$ cat src/hw/rtl/fpa_delay.sv
// ----------------------------------------------------------------------------
// fpa_delay
// Enabled shift line that keeps side results aligned with the divider.
// ----------------------------------------------------------------------------
module fpa_delay #(
   parameter int WIDTH = 8,
   parameter int DEPTH = 2
) (
   input  logic             clock,
   input  logic             en,
   input  logic [WIDTH-1:0] din,
   output logic [WIDTH-1:0] dout
);

   logic [WIDTH-1:0] tap_ff [DEPTH];

   always_ff @(posedge clock) begin
      if (en) begin
         tap_ff[0] <= din;
         for (int i = 1; i < DEPTH; i++) begin
            tap_ff[i] <= tap_ff[i-1];
         end
      end
   end

   assign dout = tap_ff[DEPTH-1];

endmodule

$ cat config.mk
export PLATFORM = sky130hd
export DESIGN_NAME = fpa_delay
export DESIGN_NICKNAME = d
export VERILOG_FILES = /design/src/hw/rtl/fpa_delay.sv
export SDC_FILE = /design/constraint.sdc
export NUM_CORES = 1
export LEC_CHECK = 0
export ABC_AREA = 1
export BUFFER_PORTS_ARGS = -buffer_cell sky130_fd_sc_hd__buf_2
export CAP_MARGIN = 20
export CORE_MARGIN = 1
export CORE_UTILIZATION = 41
export CTS_CLUSTER_DIAMETER = 100
export CTS_CLUSTER_SIZE = 16
export DETAILED_ROUTE_END_ITERATION = 16
export GPL_TIMING_DRIVEN = 0
export PLACE_DENSITY = 0.7
export SLEW_MARGIN = 20
export SYNTH_ARGS = -nofsm -noshare
export SYNTH_HDL_FRONTEND = slang
export SYNTH_SLANG_ARGS = --single-unit
export TNS_END_PERCENT = 50
$ cat constraint.sdc
create_clock -name clock -period 0.8 [get_ports clock]
set_clock_uncertainty 0.05 [all_clocks]
set_input_delay 0.08 -clock clock [delete_from_list [all_inputs] [get_ports clock]]
set_output_delay 0.08 -clock clock [all_outputs]
set_load 0.03 [all_outputs]
# [Word-level counts from Yosys, hierarchy flattened]
# Memory sizes are Yosys's and may differ from the RTL's.
# Cells that the tools add are included.
[word_totals] register_bits=0 mem_bits_rw=16 output_inout_bits=8 memories=1 input_bits=10 elab_cells=3
[mem_list] name="tap_ff" depth=2 word_bits=8 read_ports=2 rd_clocked_by_memory_dff=0 wr=2 line="15" text="logic [WIDTH-1:0] tap_ff [DEPTH];"
[classes] n_mux=2
[op_table] operator="$mux 1" count=2

# [Longest topological paths before layout]
[logic_depth] depth_word=2 mapped_depth=1 mapped_depth_nobuf=0

# [Worst setup path after synthesis]
# Ideal clock, no wire load.
[synth_timing] path_type="reg2reg" start="memory tap_ff[0][2]" end="memory tap_ff[1][2] (netlist: tap_ff[0][10]) (data pin)" path_slack_ps=161 stages_incl_launch_ff=1 period_less_slack_ps=639 t_arrival_ps=323 n_path_buf=0 setup_ps=266 path_cell_list="edfxtp_1"
[synth_lines] element="start, declared" line="15"

==> qor.yml <==
synthesis:
  synth_top_area_share_pct: 88.9
  syn-num-nets: 34
  ys_warn_count: 0
  synth_top_area_cell: "edfxtp_1"
  yosys-top-cells-area: "edfxtp_1 (89%), buf_4 (11%)"
  ys_ff_latch: 16
  syn_inst: 24
  syn_area_um2: 541
  yosysUniqueCellTypes: 2
  syn_avg_cell_area_um2: 22.5
  yosysSeqAreaShare_pct: 88.9
detailed_routing:
  wl_per_cell_um: 10.4
  routed-via-count: 239
  postRouteAntennaNets: 0
  drt-total-wl_um: 606
  drtIter0Drc: 0
  routed_via_density: 4.12
  route.detailed.drc: 0
  firstDrtPassIters: 1
power:
  ir_drop_mv: 1.12
  power_per_cell_area_nw_per_um2: 2130
  power.leakage_uw: 0.000288
sta:
  relSlewSlack_pct: 77.5
  finalSetupTns_ns: -1.06
  drv_slew: 0
  final.setup.worst_slack_ns: -0.137
  rsz0062_at_grt: "true"
  fmax_ghz: 1.07
  fin_crit_ns: 0.937
  hold_viol: 0
  worstMarginPinSlew_ns: 0.337
  finalCritPeriodShare_pct: 117
  setup-violations-final: 8
critical_path:
  crit_chain: "buf_6"
  r2r-end: "tap_ff[0][15]"
  crit_family: "flip-flops"
  max_stage_delay_ns: 0.39
  crit_slowest_cell: "edfxtp_1"
  criticalPathCategory: "reg -> out"
  crit_path_max_fanout: 1
  startpoint_type: "flop"
  cp.buffers_inverters: 1
  critPathCaptureType: "output port"
  cp.arrival_ns: 0.81
  r2r_setup_slack_ns: 0.12
  crit_required_ns: 0.67
  rr_startpoint: "tap_ff[0][7]"
  startpoint: "tap_ff[0][13]"
  rr_worst_depth: 0
layout:
  multi_input_area_um2: 0
  n_fill_cell: 84
  final_core_util_pct: 62.8
  num-multi-input-gates: 0
  stdcell_count: 58
  areaGrowthSynthToFinish_pct: 36.1
  layout-drive-gt1-share_pct: 45.5
  nets: 56
  largestRegisters: "tap_ff: 16 flops"
  n_antenna_cell: 0
  largest_reg_flops: 16
  regMostFlops: "tap_ff"
floorplanning:
  io_pins: 18
  die_y_um: 38.3
  coreArea_um2: 1170
  initial_utilization_pct: 46.2
  rows: 12
  die_w_um: 38.3
  die_area_um2: 1470
placed_design:
  dpl.cell_count: 55
  numPortBuffers: 17
  place.gp.congestion: 0.585
  place_ws_ns: 0.00990
clock_network:
  h-tree-depth: 1
  cts_setup_buffers: 0
  clockBufferDepth: 2
  cts_buffers: 3
  worst_skew_pair.late_latency_ns: 0.27
  cts.sinks: 16
  cts_tree: "yes"
  clk_pin_slew_worst_paths_ns: 0.08
  cts_root_buf: "clkbuf_4"
outcome:
  violations: "negative setup slack"
  outcome: "finished with violations"
min_path:
  holdCritStartpoint: "en"
  holdPathStages: 1
  min_to: "tap_ff[0][3]"
  hold_class: "in -> reg"
grt:
  grt_pass1_wl_um: 910
  antenna_found_initial: 0
  grt_pass1_vias: 253
  overflow: 0
  grt_max_degree: 17
  grtUsageTotal_pct: 9.77
flow_run:
  max_cap_violations: 0
cells in the final DEF, fill, tap and decap left out:
master | netlist | layout
edfxtp_1 | 16 | 16
buf_2 | 0 | 9
dlygate4sd3_1 | 0 | 8
buf_6 | 0 | 8
clkbuf_4 | 0 | 3
layer usage:
| metal | up-vias | track usage, % | wire (um) |
|---|---|---|---|
| met2 | 15 | 18.6 | 309 |
| met4 | 0 | 5.36 | 0 |
| met5 | - | 0 | 0 |
| met1 | 104 | 9.68 | 244 |
| met3 | 0 | 1.74 | 51 |
| li1 | 120 | - | - |
repair_timing:
action                                  CTS  global route
hold endpoints to repair                  8             0
gates resized for setup                  16             0
endpoints found under the setup margin    8             8
pin swaps                                 0             0
hold buffers                              8             0
kinds of logic (layout without fill, tap and decap cells):
group / Yosys count / count (layout) / synth area share (%)
flip-flops: 16 / 16 / 88.9
buffers and inverters: 8 / 28 / 11.1
worst max path at each step:
stage                          endpoint  slack, ns  depth (start not counted)
final                           dout[5]      -0.14                          1
after CTS                       dout[1]      -0.15                          1
after floorplan           tap_ff[0][10]       0.16                          0
after global placement          dout[2]       0.04                          2
after global routing            dout[2]      -0.18                          1
after detailed placement        dout[3]       0.01                          2
cell usage after synthesis (all sizes together):
| master | instances |
|---|---|
| buf | 8 |
| edfxtp | 16 |
cell type report:
class / count / area [um2] / area share (%)
clock buffer: 3 / 22.5 / 3.06
sequential: 16 / 480 / 65.3
tap: 14 / 17.5 / 2.38
timing repair buffer: 25 / 215 / 29.3
through the flow:
step / power [uW] / hold WS, ns / cell area, um2
after floorplan: 1120 / 0.129 / 541
after global placement: 1170 / 0.206 / 643
after detailed placement: 1180 / 0.208 / 643
after CTS: 1570 / 0.168 / 736
after global routing: 1620 / 0.180 / 736
final: 1570 / 0.181 / 736
power by group:
| part | internal [uW] | total (uW) | switching [uW] |
|---|---|---|---|
| registers | 993 | 1010 | 18.9 |
| logic | 88.5 | 175 | 86.1 |
| clock network | 174 | 383 | 209 |
Note: power is estimated with default switching activity, not from simulation.
