==> src/hw/rtl/fpa_pkg.sv <==
// ----------------------------------------------------------------------------
// fpa_pkg
// Opcodes, result types and saturation helper for the fixed-point ALU.
// ----------------------------------------------------------------------------
package fpa_pkg;

   localparam logic [3:0] OP_ADD      = 4'd0;
   localparam logic [3:0] OP_SUB      = 4'd1;
   localparam logic [3:0] OP_MUL      = 4'd2;
   localparam logic [3:0] OP_DIV      = 4'd3;
   localparam logic [3:0] OP_GT       = 4'd4;
   localparam logic [3:0] OP_LT       = 4'd5;
   localparam logic [3:0] OP_GE       = 4'd6;
   localparam logic [3:0] OP_LE       = 4'd7;
   localparam logic [3:0] OP_EQ       = 4'd8;
   localparam logic [3:0] OP_NE       = 4'd9;
   localparam logic [3:0] OP_MIN      = 4'd10;
   localparam logic [3:0] OP_MAX      = 4'd11;
   localparam logic [3:0] OP_INC      = 4'd12;
   localparam logic [3:0] OP_DEC      = 4'd13;
   localparam logic [3:0] OP_TO_INT   = 4'd14;
   localparam logic [3:0] OP_FROM_INT = 4'd15;

   localparam logic [31:0] S32_MAX = 32'h7fff_ffff;
   localparam logic [31:0] S32_MIN = 32'h8000_0000;

   typedef struct packed {
      logic [31:0] value;
      logic        ovf;
   } sat_type;

   typedef struct packed {
      logic [31:0] result;
      logic        truth;
      logic        ovf;
      logic        dz;
   } res_type;

   function automatic sat_type sat64(input logic signed [63:0] v);
      sat_type s;
      s.value = v[31:0];
      s.ovf   = 1'b0;
      if (v > 64'sd2147483647) begin
         s.value = S32_MAX;
         s.ovf   = 1'b1;
      end else if (v < -64'sd2147483648) begin
         s.value = S32_MIN;
         s.ovf   = 1'b1;
      end
      return s;
   endfunction

endpackage

==> src/hw/rtl/fpa_mul.sv <==
// ----------------------------------------------------------------------------
// fpa_mul
// Two-stage multiply: full product, then scale toward zero and saturate.
// ----------------------------------------------------------------------------
module fpa_mul #(
   parameter int FRACTION_BITS = 8
) (
   input  logic                clock,
   input  logic                en,
   input  logic signed [31:0]  a,
   input  logic signed [31:0]  b,
   output fpa_pkg::sat_type    dout
);

   logic signed [63:0] prod_ff;
   logic signed [63:0] adj;
   fpa_pkg::sat_type   sat_ff;

   always_comb begin
      adj = prod_ff;
      if (prod_ff[63]) begin
         adj = prod_ff + ((64'sd1 <<< FRACTION_BITS) - 64'sd1);
      end
   end

   always_ff @(posedge clock) begin
      if (en) begin
         prod_ff <= 64'(a) * 64'(b);
         sat_ff  <= fpa_pkg::sat64(adj >>> FRACTION_BITS);
      end
   end

   assign dout = sat_ff;

endmodule

==> config.mk <==
export PLATFORM = sky130hd
export DESIGN_NAME = fpa_mul
export DESIGN_NICKNAME = d
export VERILOG_FILES = /design/src/hw/rtl/fpa_pkg.sv /design/src/hw/rtl/fpa_mul.sv
export SDC_FILE = /design/constraint.sdc
export NUM_CORES = 2
export LEC_CHECK = 0
export ABC_CLOCK_PERIOD_IN_PS = 14050
export BUFFER_PORTS_ARGS = -buffer_cell sky130_fd_sc_hd__buf_2
export CORE_MARGIN = 4
export CORE_UTILIZATION = 35
export DETAILED_ROUTE_END_ITERATION = 6
export PLACE_DENSITY = 0.54
export SYNTH_ARGS = -nofsm -noshare
export SYNTH_HDL_FRONTEND = slang
export SYNTH_SLANG_ARGS = --single-unit
==> constraint.sdc <==
create_clock -name clock -period 14.05 [get_ports clock]
set_clock_uncertainty 0.05 [all_clocks]
set_input_delay 2.81 -clock clock [delete_from_list [all_inputs] [get_ports clock]]
set_output_delay 2.81 -clock clock [all_outputs]
set_load 0.02 [all_outputs]
### After elaboration in Yosys (flattened, before gate mapping)

Cells that the tools add are included.

* word-level logic and storage cells: 9
* bits in latches: 0
* input port bits: 66
* ROM bits: 0
* bits in registers: 97
* memories kept: 0
* memory bits (writable): 0

* add/subtract/negate cells: 1
* bitwise gates (word level): 0
* $mul: 1
* order comparisons: 2
* muxes and demuxes: 2
* eq/ne operators: 0
* reductions and logical operators: 0
* divide/modulo/power cells: 0
* shift-type cells: 0

Operator list (count)
* 64-bit by 9-bit adder with 64-bit output (second input constant): 1
* 32-bit by 32-bit multiplier with 64-bit output: 1
* 64-bit 2-to-1 mux: 1
* 56-bit by 32-bit > comparator with 1-bit output (second input constant): 1
* 56-bit by 32-bit less-than comparator with 1-bit output (second input constant): 1
* 33-bit 2-to-1 mux: 1

### Logic depth before layout (Yosys ltp)

* word-level depth: 4
* depth in mapped cells: 30

### Least setup slack after synthesis

No wires, ideal clock.

* path type: input to register
* start point: input port a[31]
* end point: register prod_ff[63] (data pin)
* setup slack: 3.658 ns
* stages on the path: 26
* arrival: 10.082 ns
* setup time: 0.260 ns
* buffers on the path: 1
* cell sequence: clkbuf_1 > nand2_1 > inv_1 > fa_1 > inv_1 > fa_1 > inv_1 > fa_1 > fa_1 > inv_1 > fa_1 > inv_1 > fa_1 > fa_1 > fa_1 > ha_1 > nand3_1 > nor2_1 > a221oi_1 > nor2b_1 > a31o_2 > a211oi_1 > nor3_1 > o311ai_0 > a21oi_1 > xnor2_1

* cells in the longest elaborated chain, start to end: 1

Ends and longest elaborated chain
* start, declared: RTL line fpa_mul.sv:10 `input logic signed [31:0] a,`
* 32-bit by 32-bit multiplier with 64-bit output: RTL line fpa_mul.sv:28 `prod_ff <= 64'(a) * 64'(b);`
* end signal, assigned: RTL line fpa_mul.sv:28
* end, declared: RTL line fpa_mul.sv:15 `logic signed [63:0] prod_ff;`

Every way passes these cells.
A chain may end at the register's enable or synchronous reset.

### Worst setup path in the final report

* start point: input port b[2]
* end point: register prod_ff[63] (data pin)

* cells in the longest elaborated chain, start to end: 1

Ends and longest elaborated chain
* start, declared: RTL line fpa_mul.sv:11 `input logic signed [31:0] b,`
* 32-bit by 32-bit multiplier with 64-bit output: RTL line fpa_mul.sv:28

Every way passes these cells.

==> flow_summary.yaml <==
status:
  status: "complete, no violations"
finish:
  nFillCells: 11821
  layout-drive-gt1-share_pct: 3.73
  area.growth.synth_to_final_pct: 4.94
  nets: 5510
  utilization_pct: 36.9
  stdcell_count: 5713
clock_tree:
  clk_pin_slew_ns: 0.07
  cts-htree-levels: 3
  cts_inserted_buffers: 9
  ctsHoldBuffers: 0
  clock_latency_ns: 0.36
  cts_buffer_depth: 2
  post-cts-setup-buffer-count: 0
  cts_tree: "built"
  cts.sinks: 97
  ctsResizeCount: 0
  clockRootBuffer: "clkbuf_16"
routing:
  via_count: 27839
  drcViolationCount: 0
  detail_route.iter0.violations: 1392
  dr.pass1.iters: 5
  wl_per_cell_microns: 19.4
  ant_nets: 0
  routed_via_density: 4.87
  routed_wl_microns: 111000
placed_design:
  dp.cells: 5691
  dp_hpwl_microns: 90700
  gp_congestion: 0.862
  port-buffer-count: 98
  pre_cts_ws_ns: 2.43
global_route:
  grt_max_degree: 83
  grt_pass1_wl_microns: 181000
  grt_pass1_vias: 31636
  grt_remaining_overflow: 0
  antenna_found_initial: 6
  grtUsageTotal_pct: 19.2
floorplan:
  rows: 125
  dieArea_sq_um: 122000
  coreArea_sq_um: 116000
  fp.dieW_microns: 349
  fp.dieH_microns: 349
  initial_core_util_pct: 35.2
  io_pins: 99
worst_hold_path:
  hold_path_class: "reg -> reg"
  min_path_cells: 2
  hold_path_end: "dout[31]"
  hp-start: "prod_ff[38]"
critical_path:
  crit_required_ns: 14.10
  regToRegSetupSlack_ns: 9.74
  critical_path_arrival_ns: 11.30
  r2r_cells: 10
  timing.rr.start: "prod_ff[63]"
  path_class: "in -> reg"
  worst-path-max-fanout: 32
  start_kind: "input port"
  cp-end-kind: "flip-flop"
  rr_endpoint: "dout[2]"
sta:
  fin_ws_ns: 2.81
  setup_viol: 0
  fin_crit_sh_pct: 80.0
  tns_ns: 0
  finalMaxSlewViolations: 0
  period_minus_slack_ns: 11.24
  rsz0062_at_grt: "no"
  tightest_slew_ns: 1.13
  hold_violations: 0
  max_freq_mhz: 88.9
  relSlewSlack_pct: 24.6
logic_synthesis:
  synth-edff-count: 97
  ys_top_cells_by_count: "fa_1 (1082), inv_1 (1014), nand2_1 (550)"
  yosysMostFrequentCell: "fa_1"
  syn_avg_cell_area_sq_um: 9.56
  synth.cell_area_sq_um: 40800
  seq_area_frac_synth_pct: 7.14
  yosys.area.top_type_share_pct: 53.1
  yosys-top-cells-area: "fa_1 (53%), inv_1 (9.3%), and2_1 (7.9%), edfxtp_1 (7.1%), ha_1 (5.6%)"
  synth_nets: 5600
  yosysTopAreaCell: "fa_1"
  synthFlopType: "edfxtp_1"
  synth-async-reset-ratio_pct: 0
  synthCells: 4268
  yosys_warnings: 0
  synth-seq-cells: 97
  ys_types: 76
run:
  drv_cap: 0
-- cell usage in the layout (no fill, tap or decap), drive strengths merged, types with 5 or more instances in the layout --
master  count
fa       1082
inv      1017
nand2     551
and2      515
ha        184
buf       119
edfxtp     97
a21oi      78
nor2       76
xnor2      70
o21ai      69
xor2       49
nand3      38
a21o       31
nand4      23
nor3       16
a211oi     15
and3       14
o211ai     10
nand2b      9
clkbuf      9
nor4        9
a31oi       7
diode       6
and4        6
o21bai      6
o21a        6
or3         5
nor2b       5
o31ai       5
-- worst max path at each step --
stage / from / end / slack (ns) / depth (start not counted)
2_1_floorplan: a[31] / prod_ff[63] / 3.66 / 26
3_3_place_gp: b[2] / prod_ff[63] / 2.51 / 24
3_5_place_dp: b[2] / prod_ff[63] / 2.43 / 24
4_1_cts: b[2] / prod_ff[63] / 2.79 / 24
5_1_grt: b[2] / prod_ff[63] / 2.21 / 24
6_report: b[2] / prod_ff[63] / 2.81 / 24
-- worst max-delay path: stages --
cell,delay (ns)
buf_2,0.55
nand2_1,0.22
inv_1,0.17
fa_1,0.46
fa_1,0.50
fa_1,0.77
fa_1,1.00
inv_1,0.37
fa_1,0.57
inv_1,0.06
fa_1,0.55
fa_1,0.43
fa_1,0.47
ha_1,0.37
nand3_1,0.14
nor2_1,0.05
a221oi_1,0.32
nor2b_1,0.08
a31o_2,0.22
a211oi_1,0.33
nor3_1,0.15
o311ai_0,0.37
a21oi_1,0.14
xnor2_1,0.15
-- metrics by stage --
step / cell area [sq um] / hold slack (ns)
2_1_floorplan: 40800 / 0.550
3_5_place_dp: 42500 / 0.603
6_report: 42800 / 0.604
5_1_grt: 42800 / 0.647
4_1_cts: 42800 / 0.610
3_3_place_gp: 42500 / 0.605
-- state kept, by name, summed over array words and instances, names as in the netlist --
signal   flops
prod_ff     64
dout        33
-- per-layer routing --
metal / up-vias / share of wire [%] / GRT usage [%]
met5: - / 0 / 0
met3: 159 / 4.5 / 2.20
li1: 12264 / - / -
met1: 14760 / 41 / 24.3
met2: 656 / 51 / 34.3
met4: 0 / 3.8 / 5.94
-- kinds of logic (layout without fill, tap and decap cells) --
kind of cell               count (synthesis)  count (layout)  synth area share [%]
other                                      0               6                     0
and+or+nand+nor                         1285            1285                  16.0
adders and majority gates               1266            1266                  58.7
buffers and inverters                   1235            1150                  11.4
xor gates and xnor gates                 119             119                  2.55
DFF                                       97              97                  7.14
AOI/OAI and AO/OA                        266             266                  4.17
-- cell type report --
type	count	area, sq um	share of cell area (%)
diodes	6	15.0	0.0351
clock buffers	9	225	0.526
clock inverters	7	71.3	0.167
inverters	1015	3810	8.90
multi-input cells	2936	33200	77.6
flip-flops and latches	97	2910	6.80
well taps	1524	1910	4.45
repair buffers	119	651	1.52
Power is left out: the tool's default activity adds up to more than one toggle a clock period on the data nets, which glitch-free logic cannot reach.
